--- config.mk ---
export PLATFORM = sky130hd
export DESIGN_NAME = rau_ctrl
export DESIGN_NICKNAME = d
export VERILOG_FILES = /design/src/rtl/rau_pkg.sv /design/src/rtl/rau_ctrl.sv
export SDC_FILE = /design/constraint.sdc
export NUM_CORES = 1
export LEC_CHECK = 0
export ABC_AREA = 1
export BUFFER_PORTS_ARGS = -buffer_cell sky130_fd_sc_hd__buf_2
export CORE_MARGIN = 1
export CORE_UTILIZATION = 50
export CTS_BUF_LIST = sky130_fd_sc_hd__clkbuf_16
export CTS_CLUSTER_DIAMETER = 200
export DETAILED_ROUTE_END_ITERATION = 8
export PLACE_DENSITY = 0.7
export SYNTH_ARGS = -nofsm -noshare
export SYNTH_HDL_FRONTEND = slang
export SYNTH_SLANG_ARGS = --single-unit
--- constraint.sdc ---
create_clock -name clk -period 2.7 [get_ports clk]
set_clock_uncertainty 0.2 [all_clocks]
set_input_delay 0.54 -clock clk [delete_from_list [all_inputs] [get_ports clk]]
set_output_delay 0.54 -clock clk [all_outputs]
set_load 0.01 [all_outputs]
--- src/rtl/rau_pkg.sv ---
// Shared types and constants for the rational arithmetic unit.
// No dependencies.
package rau_pkg;
  localparam int OPERAND_WIDTH_DEF = 16;
  localparam int RES_W = 32;
  localparam int CMP_W = 33;

  typedef enum logic [2:0] {
    OP_ADD = 3'd0,
    OP_SUB = 3'd1,
    OP_MUL = 3'd2,
    OP_DIV = 3'd3,
    OP_CMP = 3'd4
  } op_t;

  // Datapath micro-operations issued by the controller.
  typedef enum logic [3:0] {
    DC_NOP,
    DC_LOAD,
    DC_CROSS,
    DC_PREP_R,
    DC_PREP_A,
    DC_PREP_B,
    DC_PREP_L,
    DC_GCD_STEP,
    DC_DIV_START,
    DC_DIV_STEP,
    DC_FIN_R,
    DC_FIN_A,
    DC_FIN_B,
    DC_LCM_Q,
    DC_MUL_TERM,
    DC_FIN_CMP
  } dp_cmd_t;

  typedef struct packed {
    dp_cmd_t cmd;
    logic    div_sel;  // 0 divides numerator slot, 1 denominator slot
  } dp_ctrl_t;

  typedef struct packed {
    logic gcd_done;
    logic div_done;
    logic is_cmp;
    logic lcm_ok;
  } dp_stat_t;
endpackage

--- src/rtl/rau_ctrl.sv ---
// Sequencer for the rational arithmetic unit datapath.
// Depends on rau_pkg.
module rau_ctrl (
  input  logic              clk,
  input  logic              rst_n,
  input  logic              in_valid,
  output logic              in_stall,
  input  logic [2:0]        in_op,
  output logic              out_valid,
  input  logic              out_stall,
  output rau_pkg::dp_ctrl_t ctrl,
  input  rau_pkg::dp_stat_t stat
);
  import rau_pkg::*;

  typedef enum logic [4:0] {
    S_IDLE, S_CROSS, S_PREP_R, S_GCD_R, S_DS_R, S_DN_R, S_DD_R, S_FIN_R,
    S_PREP_A, S_GCD_A, S_DS_A, S_DN_A, S_DD_A, S_FIN_A,
    S_PREP_B, S_GCD_B, S_DS_B, S_DN_B, S_DD_B, S_FIN_B,
    S_PREP_L, S_GCD_L, S_LQ, S_TB, S_TA, S_OUT
  } state_t;

  state_t state_r, state_nxt;
  logic   out_valid_r, out_valid_nxt;

  always_comb begin
    state_nxt = state_r;
    out_valid_nxt = out_valid_r;
    ctrl = '{cmd: DC_NOP, div_sel: 1'b0};
    case (state_r)
      S_IDLE: if (in_valid) begin
        ctrl.cmd = DC_LOAD;
        if (in_op == OP_CMP) state_nxt = S_PREP_A;
        else if (in_op <= OP_DIV) state_nxt = S_CROSS;
        else state_nxt = S_OUT;
      end
      S_CROSS:  begin ctrl.cmd = DC_CROSS; state_nxt = S_PREP_R; end
      S_PREP_R: begin ctrl.cmd = DC_PREP_R; state_nxt = S_GCD_R; end
      S_GCD_R:  begin
        ctrl.cmd = DC_GCD_STEP;
        if (stat.gcd_done) begin ctrl.cmd = DC_NOP; state_nxt = S_DS_R; end
      end
      S_DS_R: begin ctrl.cmd = DC_DIV_START; state_nxt = S_DN_R; end
      S_DN_R: begin
        ctrl.cmd = DC_DIV_STEP;
        if (stat.div_done) state_nxt = S_DD_R;
      end
      S_DD_R: begin
        ctrl.cmd = DC_DIV_STEP; ctrl.div_sel = 1'b1;
        if (stat.div_done) state_nxt = S_FIN_R;
      end
      S_FIN_R: begin ctrl.cmd = DC_FIN_R; state_nxt = S_OUT; end
      S_PREP_A: begin ctrl.cmd = DC_PREP_A; state_nxt = S_GCD_A; end
      S_GCD_A: begin
        ctrl.cmd = DC_GCD_STEP;
        if (stat.gcd_done) begin ctrl.cmd = DC_NOP; state_nxt = S_DS_A; end
      end
      S_DS_A: begin ctrl.cmd = DC_DIV_START; state_nxt = S_DN_A; end
      S_DN_A: begin ctrl.cmd = DC_DIV_STEP; if (stat.div_done) state_nxt = S_DD_A; end
      S_DD_A: begin
        ctrl.cmd = DC_DIV_STEP; ctrl.div_sel = 1'b1;
        if (stat.div_done) state_nxt = S_FIN_A;
      end
      S_FIN_A: begin ctrl.cmd = DC_FIN_A; state_nxt = S_PREP_B; end
      S_PREP_B: begin ctrl.cmd = DC_PREP_B; state_nxt = S_GCD_B; end
      S_GCD_B: begin
        ctrl.cmd = DC_GCD_STEP;
        if (stat.gcd_done) begin ctrl.cmd = DC_NOP; state_nxt = S_DS_B; end
      end
      S_DS_B: begin ctrl.cmd = DC_DIV_START; state_nxt = S_DN_B; end
      S_DN_B: begin ctrl.cmd = DC_DIV_STEP; if (stat.div_done) state_nxt = S_DD_B; end
      S_DD_B: begin
        ctrl.cmd = DC_DIV_STEP; ctrl.div_sel = 1'b1;
        if (stat.div_done) state_nxt = S_FIN_B;
      end
      S_FIN_B: begin ctrl.cmd = DC_FIN_B; state_nxt = S_PREP_L; end
      S_PREP_L: begin
        // a zero denominator leaves both terms at zero
        if (stat.lcm_ok) begin ctrl.cmd = DC_PREP_L; state_nxt = S_GCD_L; end
        else state_nxt = S_OUT;
      end
      S_GCD_L: begin
        ctrl.cmd = DC_GCD_STEP;
        if (stat.gcd_done) begin ctrl.cmd = DC_NOP; state_nxt = S_LQ; end
      end
      S_LQ: begin ctrl.cmd = DC_LCM_Q; state_nxt = S_TB; end
      S_TB: begin ctrl.cmd = DC_MUL_TERM; if (stat.div_done) state_nxt = S_TA; end
      S_TA: begin
        ctrl.cmd = DC_MUL_TERM;
        if (stat.div_done) begin ctrl.div_sel = 1'b1; state_nxt = S_OUT; end
      end
      S_OUT: begin
        out_valid_nxt = 1'b1;
        if (out_valid_r && !out_stall) begin
          out_valid_nxt = 1'b0; state_nxt = S_IDLE;
        end
      end
      default: state_nxt = S_IDLE;
    endcase
  end

  always_ff @(posedge clk) begin
    if (!rst_n) begin
      state_r <= S_IDLE;
      out_valid_r <= 1'b0;
    end else begin
      state_r <= state_nxt;
      out_valid_r <= out_valid_nxt;
    end
  end

  assign in_stall = (state_r != S_IDLE);
  assign out_valid = out_valid_r;
endmodule

==> run summary, run 1 <==
DIE
----------------------------------------------------------------------------------------------------
I/O pins                                                                                          18
Initial Utilization                                                                            0.548
Number of core rows                                                                               15
Vertical die dimension                                                                       46.0 um
Placeable core region                                                                      1760 um^2
Die Span X                                                                                   46.0 um
Area enclosed by the die boundary                                                          2110 um^2

GLOBAL ROUTE
----------------------------------------------------------------------------------------------------
Global-route wire length before repair                                                       4630 um
Vias in the first global route                                                                  1137
Total global routing overflow                                                                      0
Maximum number of pins on one net before global-route repair                                      16
Initial antenna violation count                                                                    0
Total track usage                                                                              0.305

LOGIC SYNTHESIS
----------------------------------------------------------------------------------------------------
Post-Synthesis Cells                                                                             187
Biggest area contributors in the synthesized netlist                                    sky130_fd_sc_hd__nand2_1 23%, sky130_fd_sc_hd__dfxtp_1 12%, sky130_fd_sc_hd__nand3_1 12%, sky130_fd_sc_hd__nor2_1 10%, sky130_fd_sc_hd__nor2_2 6.5%
Portion of the post-synthesis area used by sequential elements                                 0.124
Most used flip-flop cell after synthesis                                                sky130_fd_sc_hd__dfxtp_1
Post-synth ARST share                                                                              0
Top cell type's share of synthesized area                                                      0.229
Yosys warning total                                                                                0
Post-synth top cells                                                                    59 x sky130_fd_sc_hd__nand2_1, 27 x sky130_fd_sc_hd__nor2_1, 23 x sky130_fd_sc_hd__nand3_1, 13 x sky130_fd_sc_hd__inv_1, 12 x sky130_fd_sc_hd__a21oi_1
Synth unique cells                                                                                21
Count leader, synth                                                                     sky130_fd_sc_hd__nand2_1
Mean Syn Cell Area                                                                         5.17 um^2
Netlist Area Pre-Place                                                                      967 um^2
Post-synth EDFFs                                                                                   0
Nets in the synthesized netlist                                                                  198
Area leader, netlist                                                                    sky130_fd_sc_hd__nand2_1
Total of flip-flops plus latches after synthesis                                                   6

STA
----------------------------------------------------------------------------------------------------
Least-Margin Pin Slew                                                                         468 ps
Total Negative Setup Slacks                                                                     0 ps
Final worst setup slack                                                                       168 ps
Ratio of final minimum period to clock period                                                  0.938
Final setup vio count                                                                              0
Total count of hold-check failures in the final report                                             0
Final Hold Slack                                                                              287 ps
Min cycle time layout                                                                        2530 ps
Count of pins over their slew limit                                                                0
Maximum clock rate                                                                           395 MHz
Worst-case headroom to the max-slew limit                                                      0.687
RSZ-0062 raised after global routing                                                           false

HOLD PATH
----------------------------------------------------------------------------------------------------
Hold path depth                                                                                    2
Hold-critical path endpoint                                                                out_valid
Hold WC Path Type                                                                            reg2reg
Hold path start                                                                            out_valid

CTS
----------------------------------------------------------------------------------------------------
PostCTS Resize Cnt                                                                                 0
Number of buffers added to fix hold violations after cts                                           0
Latest clock arrival within the worst-skew pair                                               230 ps
Number of clock sinks                                                                              6
Bufs on Longest Clock Path                                                                         2
Clock-pin slew reported for the worst setup and hold paths after clock tree synthesis          30 ps
Clock tree from TritonCTS                                                                       done
Clock root buffer                                                                       sky130_fd_sc_hd__clkbuf_16
Inserted Clock Buffers                                                                             3
Setup fix buffers added after clock tree synthesis                                                 0
Number of H-tree levels                                                                            1

WORST SETUP PATH
----------------------------------------------------------------------------------------------------
Largest incremental delay on the critical path                                                480 ps
Sort of element at the start of the critical path                                          flip-flop
Required time of the worst setup path                                                        1960 ps
Cell-by-cell trace of the critical path                                                 nor2_1 > nand2_1 > inv_2 > nand2_1 > o2111ai_1 > nor3_1 > nand3_1 > buf_2
Cells on worst reg2reg path                                                                       11
Cell with the largest stage delay on the worst path                                     sky130_fd_sc_hd__dfxtp_1
Gate family responsible for the most delay along the worst path                         simple AND/OR/NAND/NOR gates
Worst flop-to-flop path endpoint                                                          state_r[1]
CP Buf/Inv Count                                                                                   2
Internal reg-to-reg setup slack                                                               770 ps
Worst setup EP type                                                                       output pin
Arrival time at the worst endpoint                                                           1790 ps
Reg2Reg Launch Point                                                                      state_r[3]
Most frequent cell on the critical path                                                 sky130_fd_sc_hd__nand2_1
CP Max Fanout                                                                                      6
WS Path Type                                                                                 reg2out

DETAILED ROUTING
----------------------------------------------------------------------------------------------------
Antenna-violating nets left                                                                        0
First-pass detailed-route iteration total                                                          5
Vias per std cell                                                                               5.79
Met3 wire len                                                                                 278 um
Top layer used by detailed routing                                                              met4
Final wirelength                                                                             3020 um
Average wire length per cell after detail routing                                            13.2 um
DRC violation total after the first TritonRoute iteration                                         67
Via count                                                                                       1319
Met1 wire length                                                                             1200 um
Detail Route met2 WL                                                                         1400 um
Number of remaining DRC errors                                                                     0

POWER
----------------------------------------------------------------------------------------------------
Design internal power                                                                         553 uW
Power density of the placed cells                                                       1020 nW/um^2
Worst ir drop on vdd                                                                      0.000580 V
Sw frac                                                                                        0.525
Clock share of power                                                                           0.204
Static power due to leakage                                                              0.000632 uW
Switch Pwr                                                                                    611 uW
Fraction of power consumed by combinational cells                                              0.646
Power share of the sequential group                                                            0.149

PLACED DESIGN
----------------------------------------------------------------------------------------------------
Routability Congestion                                                                         0.957
Setup WS pre-CTS                                                                              421 ps
Buffers on Ports                                                                                  16
Placed instance count                                                                            225
Standard cell area after detailed placement                                                1060 um^2
HPWL after DPL                                                                               2300 um

FINISH
----------------------------------------------------------------------------------------------------
Signed area change from the synthesized netlist to the final layout                            17.5%
Final Cell Area                                                                            1140 um^2
Fraction of final layout cells sized beyond drive strength 1                                   0.222
Number of fill cells                                                                             197
Final Net Count                                                                                  216
Post-Layout Cell Count                                                                           228
Diode insertion count for antenna repair                                                           0

OUTCOME
----------------------------------------------------------------------------------------------------
Outcome                                                                                 finished clean

FLOW RUN
----------------------------------------------------------------------------------------------------
Max-Cap Viols                                                                                      0

worst min-delay path, cell delays in order (launching register included):
cell,delay (ps)
sky130_fd_sc_hd__dfxtp_1,300
sky130_fd_sc_hd__o21ai_0,70
sky130_fd_sc_hd__a21oi_1,60
registers in the layout, indices dropped and copies added (netlist names):
| name | flops |
|---|---|
| state_r | 5 |
| out_valid | 1 |
layout make-up:
type | count | area, um^2 | area share
flip-flops and latches | 6 | 121 | 0.107
clock buffers | 3 | 75.1 | 0.0661
well taps | 25 | 31.3 | 0.0275
inverters | 20 | 75.1 | 0.0661
repair buffers | 17 | 87.6 | 0.0771
multi-input cells | 157 | 746 | 0.656
worst max path at each step:
stage	start	endpoint	slack (ps)	cells past startpoint
2_1_floorplan	state_r[4]	ctrl[2]	760	9
3_3_place_gp	state_r[3]	ctrl[1]	420	8
3_5_place_dp	state_r[3]	ctrl[1]	420	8
4_1_cts	state_r[3]	ctrl[4]	150	8
5_1_grt	state_r[3]	ctrl[1]	60	8
6_report	state_r[1]	ctrl[4]	170	8
layout by cell type, fill, tap and decap left out, drive strengths merged, types with 3 or more instances in the layout:
cell type | Yosys | final
nand2 | 64 | 64
nor2 | 39 | 39
nand3 | 23 | 23
inv | 19 | 19
buf | 4 | 17
a21oi | 12 | 12
nand4 | 9 | 9
dfxtp | 6 | 6
o2111ai | 3 | 3
clkbuf | 0 | 3
power groups by stage:
| stage | sequential (uW) | clock, uW | combinational (uW) |
|---|---|---|---|
| 2_1_floorplan | 140 | 0 | 584 |
| 3_3_place_gp | 170 | 0 | 733 |
| 3_5_place_dp | 171 | 0 | 734 |
| 4_1_cts | 170 | 239 | 742 |
| 5_1_grt | 178 | 245 | 826 |
| 6_report | 174 | 238 | 752 |
stage by stage:
stage               total power (uW)   util
finish                          1160  0.644
floorplan                        725      -
CTS                             1150  0.642
global placement                 904  0.599
detailed placement               905  0.599
global route                    1250  0.644
routing by layer:
metal,GRT usage,vias up
met4,0.124,0
met5,0,-
met3,0.0754,24
met2,0.504,74
li1,-,645
met1,0.372,576
kinds of logic after synthesis:
group | synth area share
buffers and inverters | 0.107
AND/OR/NAND/NOR | 0.669
AO/OA/AOI/OAI | 0.0996
flip-flops | 0.124
Note: power is estimated with default switching activity, not from simulation.
==> run 2, diff against run 1 <==
--- a/config.mk
+++ b/config.mk
@@ -7,12 +7,14 @@
 export LEC_CHECK = 0
 export ABC_AREA = 1
 export BUFFER_PORTS_ARGS = -buffer_cell sky130_fd_sc_hd__buf_2
+export CELL_PAD_IN_SITES_DETAIL_PLACEMENT = 1
+export CELL_PAD_IN_SITES_GLOBAL_PLACEMENT = 1
 export CORE_MARGIN = 1
-export CORE_UTILIZATION = 50
+export CORE_UTILIZATION = 38
 export CTS_BUF_LIST = sky130_fd_sc_hd__clkbuf_16
 export CTS_CLUSTER_DIAMETER = 200
 export DETAILED_ROUTE_END_ITERATION = 8
-export PLACE_DENSITY = 0.7
+export PLACE_DENSITY = 0.8
 export SYNTH_ARGS = -nofsm -noshare
 export SYNTH_HDL_FRONTEND = slang
 export SYNTH_SLANG_ARGS = --single-unit
==> constraint.sdc (replaced) <==
create_clock -name clk -period 2.7 [get_ports clk]
set_clock_uncertainty 0.2 [all_clocks]
set_input_delay 0.54 -clock clk [delete_from_list [all_inputs] [get_ports clk]]
set_output_delay 0.54 -clock clk [all_outputs]
set_load 0.005 [all_outputs]
==> run summary, run 2 (same netlist as run 1, synthesis figures left out) <==
WORST SETUP PATH
----------------------------------------------------------------------------------------------------
Number of gates on the worst path with buffers counted                                             8
Sort of element at the start of the critical path                                          flip-flop
Worst Setup EP                                                                               ctrl[1]
Gate family responsible for the most delay along the worst path                         simple AND/OR/NAND/NOR gates
Cell with the largest stage delay on the worst path                                     sky130_fd_sc_hd__dfxtp_2
Worst flop-to-flop path endpoint                                                          state_r[0]
Cells on worst reg2reg path                                                                       10
Most frequent cell on the critical path                                                 sky130_fd_sc_hd__nand2_1
Largest incremental delay on the critical path                                                430 ps
Internal reg-to-reg setup slack                                                               630 ps
Worst setup EP type                                                                       output pin
Reg2Reg Launch Point                                                                      state_r[2]
CP Max Fanout                                                                                      8
WS Path Type                                                                                 reg2out
CP Buf/Inv Count                                                                                   2
Arrival time at the worst endpoint                                                           1900 ps
Required time of the worst setup path                                                        1960 ps
Cell-by-cell trace of the critical path                                                 inv_1 > nand2_1 > nor2_4 > nand2_1 > nand2_1 > nor2_1 > o2111ai_1 > buf_2
Launching instance or port of the critical path                                           state_r[3]

STA
----------------------------------------------------------------------------------------------------
Least-Margin Pin Slew                                                                         429 ps
Final Hold Slack                                                                              329 ps
Maximum clock rate                                                                           379 MHz
Final setup vio count                                                                              0
Worst-case headroom to the max-slew limit                                                      0.713
Count of pins over their slew limit                                                                0
Total count of hold-check failures in the final report                                             0
Final worst setup slack                                                                      61.6 ps
Ratio of final minimum period to clock period                                                  0.977
Min cycle time layout                                                                        2640 ps

DIE
----------------------------------------------------------------------------------------------------
Placeable core region                                                                      2300 um^2
Vertical die dimension                                                                       52.5 um
Number of core rows                                                                               17
I/O pins                                                                                          18
Area enclosed by the die boundary                                                          2750 um^2
Initial Utilization                                                                            0.421
Die Span X                                                                                   52.5 um

HOLD PATH
----------------------------------------------------------------------------------------------------
Hold WC Path Type                                                                            reg2reg
Hold path start                                                                            out_valid

DETAILED ROUTING
----------------------------------------------------------------------------------------------------
Top layer used by detailed routing                                                              met4
Antenna-violating nets left                                                                        0
Met3 wire len                                                                                 262 um
Detail Route met2 WL                                                                         1880 um
Final wirelength                                                                             3830 um
First-pass detailed-route iteration total                                                          4
DRC violation total after the first TritonRoute iteration                                         36
Met1 wire length                                                                             1610 um
Vias per std cell                                                                               5.62
Number of remaining DRC errors                                                                     0
Average wire length per cell after detail routing                                            16.6 um
Via count                                                                                       1299

PLACED DESIGN
----------------------------------------------------------------------------------------------------
HPWL after DPL                                                                               2920 um
Routability Congestion                                                                         0.922
Setup WS pre-CTS                                                                              334 ps
Placed instance count                                                                            228
Buffers on Ports                                                                                  16

CTS
----------------------------------------------------------------------------------------------------
Inserted Clock Buffers                                                                             3
Clock root buffer                                                                       sky130_fd_sc_hd__clkbuf_16
Clock tree from TritonCTS                                                                       done
Bufs on Longest Clock Path                                                                         2
Number of H-tree levels                                                                            1
Latest clock arrival within the worst-skew pair                                               230 ps
Setup fix buffers added after clock tree synthesis                                                 0
Number of clock sinks                                                                              6
Clock-pin slew reported for the worst setup and hold paths after clock tree synthesis          40 ps

POWER
----------------------------------------------------------------------------------------------------
Design internal power                                                                         555 uW
Worst ir drop on vdd                                                                      0.000729 V
Switch Pwr                                                                                    640 uW
Sw frac                                                                                        0.536
Clock share of power                                                                           0.204
Static power due to leakage                                                              0.000634 uW
Fraction of power consumed by combinational cells                                              0.655
Power share of the sequential group                                                            0.141
Power density of the placed cells                                                       1040 nW/um^2

GLOBAL ROUTE
----------------------------------------------------------------------------------------------------
Global-route wire length before repair                                                       5990 um
Initial antenna violation count                                                                    0
Total track usage                                                                              0.302
Total global routing overflow                                                                      0
Vias in the first global route                                                                  1235
Maximum number of pins on one net before global-route repair                                      19

FINISH
----------------------------------------------------------------------------------------------------
Signed area change from the synthesized netlist to the final layout                            18.6%
Leading cell types in the layout, fill and taps excluded                                59 x sky130_fd_sc_hd__nand2_1, 27 x sky130_fd_sc_hd__nor2_1, 23 x sky130_fd_sc_hd__nand3_1
Largest register by flop count                                                               state_r
Post-Layout Cell Count                                                                           231
Largest register FFs                                                                               5
Diode insertion count for antenna repair                                                           0
Number of fill cells                                                                             351
Fraction of final layout cells sized beyond drive strength 1                                   0.217
Final Net Count                                                                                  216
Most common cell after layout, fill and taps aside                                      sky130_fd_sc_hd__nand2_1

FLOW RUN
----------------------------------------------------------------------------------------------------
Max-Cap Viols                                                                                      0

OUTCOME
----------------------------------------------------------------------------------------------------
Outcome                                                                                 finished clean

==> run 2: cell counts in the layout (fill, tap and decap cells not counted) <==
Identical to the previous run, type by type.
==> run 2: worst min path at each step <==
stage,end,slack [ps],cells after the start
5_1_grt,state_r[3],370,2
3_3_place_gp,out_valid,280,2
6_report,out_valid,330,2
4_1_cts,out_valid,330,2
3_5_place_dp,out_valid,300,2
2_1_floorplan,out_valid,280,2
==> run 2: per-layer routing <==
metal,track usage,vias to the layer above
li1,-,644
met1,0.391,593
met2,0.532,54
met3,0.0464,8
met4,0.0395,0
met5,0,-
==> run 2: timing repair <==
item	in CTS	in global routing
resized for setup	0	3
setup endpoints to repair	0	2
hold buffers	0	0
==> run 2: power groups by stage <==
stage / combinational [uW] / clock (uW) / sequential, uW
6_report: 783 / 244 / 168
5_1_grt: 857 / 246 / 171
4_1_cts: 766 / 241 / 161
3_5_place_dp: 758 / 0 / 164
3_3_place_gp: 733 / 0 / 160
2_1_floorplan: 561 / 0 / 140
==> run 2: metrics by stage <==
stage                     total power [uW]   util  setup TNS [ps]  instance area, um^2
final                                 1190  0.499               0                 1150
after global routing                  1270  0.499           -28.1                 1150
after CTS                             1170  0.495               0                 1140
after detailed placement               922  0.462               0                 1060
after global placement                 892  0.462               0                 1060
after floorplan                        701      -               0                  967
==> run 2: cell type report <==
type | instances | area, um^2 | share of cell area
multi-input cells | 157 | 753 | 0.656
flip-flops and latches | 6 | 121 | 0.106
repair buffers | 17 | 87.6 | 0.0763
clock buffers | 3 | 75.1 | 0.0654
inverters | 20 | 75.1 | 0.0654
well taps | 28 | 35.0 | 0.0305
==> run 2: worst reg2reg max path, stage by stage (launching register included) <==
cell                      delay [ps]
sky130_fd_sc_hd__dfxtp_1         490
sky130_fd_sc_hd__inv_1           140
sky130_fd_sc_hd__nor2_2          290
sky130_fd_sc_hd__nand3_1         150
sky130_fd_sc_hd__nand2_1          90
sky130_fd_sc_hd__nor2_1           60
sky130_fd_sc_hd__nor2_2          150
sky130_fd_sc_hd__nor2_1          100
sky130_fd_sc_hd__nand2_4          90
sky130_fd_sc_hd__nand2_1          60
sky130_fd_sc_hd__a21oi_1         160
==> run 3, diff against run 2 <==
--- a/config.mk
+++ b/config.mk
@@ -5,12 +5,11 @@
 export SDC_FILE = /design/constraint.sdc
 export NUM_CORES = 1
 export LEC_CHECK = 0
-export ABC_AREA = 1
-export BUFFER_PORTS_ARGS = -buffer_cell sky130_fd_sc_hd__buf_2
+export BUFFER_PORTS_ARGS = -buffer_cell sky130_fd_sc_hd__buf_4
 export CELL_PAD_IN_SITES_DETAIL_PLACEMENT = 1
 export CELL_PAD_IN_SITES_GLOBAL_PLACEMENT = 1
 export CORE_MARGIN = 1
-export CORE_UTILIZATION = 38
+export CORE_UTILIZATION = 42
 export CTS_BUF_LIST = sky130_fd_sc_hd__clkbuf_16
 export CTS_CLUSTER_DIAMETER = 200
 export DETAILED_ROUTE_END_ITERATION = 8
==> constraint.sdc (replaced) <==
create_clock -name clk -period 2.7 [get_ports clk]
set_clock_uncertainty 0.2 [all_clocks]
set_input_delay 0 -clock clk [delete_from_list [all_inputs] [get_ports clk]]
set_output_delay 0 -clock clk [all_outputs]
set_load 0.005 [all_outputs]
==> run summary, run 3 <==
OUTCOME
----------------------------------------------------------------------------------------------------
Outcome                                                                                 finished clean

CTS
----------------------------------------------------------------------------------------------------
Number of buffers added to fix hold violations after cts                                           2
Clock root buffer                                                                       sky130_fd_sc_hd__clkbuf_16
Number of clock sinks                                                                              6
Clock tree from TritonCTS                                                                       done
PostCTS Resize Cnt                                                                                 0
Clock-pin slew reported for the worst setup and hold paths after clock tree synthesis          30 ps
Bufs on Longest Clock Path                                                                         2
Latest clock arrival within the worst-skew pair                                               230 ps
Setup fix buffers added after clock tree synthesis                                                 0
Inserted Clock Buffers                                                                             3
Number of H-tree levels                                                                            1

LOGIC SYNTHESIS
----------------------------------------------------------------------------------------------------
Synth unique cells                                                                                49
Yosys warning total                                                                                0
Post-synth ARST share                                                                              0
Top cell type's share of synthesized area                                                      0.124
Area leader, netlist                                                                    sky130_fd_sc_hd__dfxtp_1
Count leader, synth                                                                     sky130_fd_sc_hd__nand2_1
Netlist Area Pre-Place                                                                      968 um^2
Mean Syn Cell Area                                                                         7.23 um^2
Biggest area contributors in the synthesized netlist                                    sky130_fd_sc_hd__dfxtp_1 12%, sky130_fd_sc_hd__nand2_1 6.6%, sky130_fd_sc_hd__nor2_1 5.4%, sky130_fd_sc_hd__a31oi_1 3.9%, sky130_fd_sc_hd__nand2b_1 3.9%
Most used flip-flop cell after synthesis                                                sky130_fd_sc_hd__dfxtp_1
Total of flip-flops plus latches after synthesis                                                   6
Nets in the synthesized netlist                                                                  145
Post-Synthesis Cells                                                                             134
Post-synth top cells                                                                    17 x sky130_fd_sc_hd__nand2_1, 14 x sky130_fd_sc_hd__nor2_1
Post-synth EDFFs                                                                                   0
Portion of the post-synthesis area used by sequential elements                                 0.124

PLACED DESIGN
----------------------------------------------------------------------------------------------------
Routability Congestion                                                                         0.854
Setup WS pre-CTS                                                                              502 ps
Standard cell area after detailed placement                                                1110 um^2
Placed instance count                                                                            174
HPWL after DPL                                                                               2290 um
Buffers on Ports                                                                                  16

STA
----------------------------------------------------------------------------------------------------
Final setup vio count                                                                              0
Total Negative Setup Slacks                                                                     0 ps
Final worst setup slack                                                                       409 ps
Least-Margin Pin Slew                                                                         512 ps
Maximum clock rate                                                                           436 MHz
Ratio of final minimum period to clock period                                                  0.849
Total count of hold-check failures in the final report                                             0
Worst-case headroom to the max-slew limit                                                      0.658
RSZ-0062 raised after global routing                                                           false
Count of pins over their slew limit                                                                0
Min cycle time layout                                                                        2290 ps

DIE
----------------------------------------------------------------------------------------------------
Die Span X                                                                                   50.0 um
Number of core rows                                                                               17
Placeable core region                                                                      2190 um^2
Area enclosed by the die boundary                                                          2500 um^2
I/O pins                                                                                          18
Initial Utilization                                                                            0.442
Vertical die dimension                                                                       50.0 um

POWER
----------------------------------------------------------------------------------------------------
Power share of the sequential group                                                            0.124
Fraction of power consumed by combinational cells                                              0.703
Design internal power                                                                         733 uW
Power density of the placed cells                                                       1150 nW/um^2
Static power due to leakage                                                              0.000484 uW
Worst ir drop on vdd                                                                      0.000645 V
Clock share of power                                                                           0.173
Sw frac                                                                                        0.471
Switch Pwr                                                                                    652 uW

WORST SETUP PATH
----------------------------------------------------------------------------------------------------
Arrival time at the worst endpoint                                                           2230 ps
CP Max Fanout                                                                                     13
Largest incremental delay on the critical path                                                630 ps
Cell with the largest stage delay on the worst path                                     sky130_fd_sc_hd__dfxtp_1
WS Path Type                                                                                 reg2reg
Required time of the worst setup path                                                        2640 ps
Cell-by-cell trace of the critical path                                                 nand2b_1 > nor3_2 > o311ai_2 > nand4_1 > a221oi_2
CP Buf/Inv Count                                                                                   0
Gate family responsible for the most delay along the worst path                         compound AO/OA/AOI/OAI gates
Sort of element at the start of the critical path                                          flip-flop
Worst setup EP type                                                                        flip-flop

DETAILED ROUTING
----------------------------------------------------------------------------------------------------
Average wire length per cell after detail routing                                            17.8 um
DRC violation total after the first TritonRoute iteration                                         36
Antenna-violating nets left                                                                        0
Final wirelength                                                                             3190 um
Number of remaining DRC errors                                                                     0
Via count                                                                                       1148
Vias per std cell                                                                               6.41
First-pass detailed-route iteration total                                                          4

FINISH
----------------------------------------------------------------------------------------------------
Leading cell types in the layout, fill and taps excluded                                25 x sky130_fd_sc_hd__buf_4, 17 x sky130_fd_sc_hd__nand2_1, 14 x sky130_fd_sc_hd__nor2_1
Fraction of final layout cells sized beyond drive strength 1                                   0.258
Diode insertion count for antenna repair                                                           0
Largest register FFs                                                                               5
Final Net Count                                                                                  164
Largest register by flop count                                                               state_r
Signed area change from the synthesized netlist to the final layout                            24.3%
Most common cell after layout, fill and taps aside                                      sky130_fd_sc_hd__buf_4
Final Cell Area                                                                            1200 um^2
Post-Layout Cell Count                                                                           179

FLOW RUN
----------------------------------------------------------------------------------------------------
Max-Cap Viols                                                                                      0

GLOBAL ROUTE
----------------------------------------------------------------------------------------------------
Global-route wire length before repair                                                       5240 um
Vias in the first global route                                                                  1095
Total track usage                                                                              0.275
Initial antenna violation count                                                                    0
Maximum number of pins on one net before global-route repair                                      27
Total global routing overflow                                                                      0

HOLD PATH
----------------------------------------------------------------------------------------------------
Hold WC Path Type                                                                             in2reg

[run 3: changes by cell type in the layout (fill, tap and decap cells not counted), moves of 7 or more]
| cell | before | now |
|---|---|---|
| sky130_fd_sc_hd__nor2_1 | 27 | 14 |
| sky130_fd_sc_hd__buf_2 | 16 | 0 |
| sky130_fd_sc_hd__inv_1 | 13 | 5 |
| sky130_fd_sc_hd__buf_4 | 1 | 25 |
| sky130_fd_sc_hd__nand2_1 | 59 | 17 |
| sky130_fd_sc_hd__nor2_2 | 8 | 0 |
| sky130_fd_sc_hd__nand4_1 | 9 | 2 |
| sky130_fd_sc_hd__nand3_1 | 23 | 5 |
[run 3: power groups by stage]
stage	combinational, uW	clock (uW)	sequential (uW)
after detailed placement	953	0	169
after global routing	1050	250	175
after CTS	963	242	171
after floorplan	718	0	139
after global placement	919	0	165
final	974	240	171
[run 3: final cells by class]
class                      instances  area (um^2)
sequential                         6          120
fill                             294          987
tap                               28         35.0
inverter                           5         18.8
clock buffer                       3         75.1
timing repair buffer              27          208
multi-input combinational        110          747
[run 3: path summary, 6_finish.rpt]
kind	depth (start not counted)	startpoint	end	slack (ps)
max reg2reg	5	state_r[0]	state_r[4]	410
max	5	state_r[0]	state_r[4]	410
min	5	in_op[2]	state_r[4]	70
min reg2reg	2	out_valid	out_valid	330
[run 3: per-layer routing]
metal	vias up	track usage	wire, um
met1	558	0.353	1410
met5	-	0	0
li1	544	-	-
met2	42	0.482	1610
met4	0	0.0714	29
met3	4	0.0216	134
[run 3: logic make-up (layout without fill, tap and decap cells)]
kind of cell,Yosys count,after routing,synth area share
buffers and inverters,18,35,0.105
DFF,6,6,0.124
xor gates and xnor gates,4,4,0.0362
AOI/OAI and AO/OA,44,44,0.379
and+or+nand+nor,62,62,0.357
[run 3: worst register-to-register path: stages, from the launching register on]
cell and delay (ps):
sky130_fd_sc_hd__dfxtp_1 630, sky130_fd_sc_hd__nand2b_1 250, sky130_fd_sc_hd__nor3_2 80, sky130_fd_sc_hd__o311ai_2 510, sky130_fd_sc_hd__nand4_1 220, sky130_fd_sc_hd__a221oi_2 310
[run 3: per-stage QoR]
stage	power, uW	hold WS [ps]	utilization
2_1_floorplan	857	-48.2	-
3_3_place_gp	1080	68.5	0.506
3_5_place_dp	1120	77.0	0.506
4_1_cts	1380	71.7	0.549
5_1_grt	1480	97.1	0.549
6_report	1380	68.1	0.549
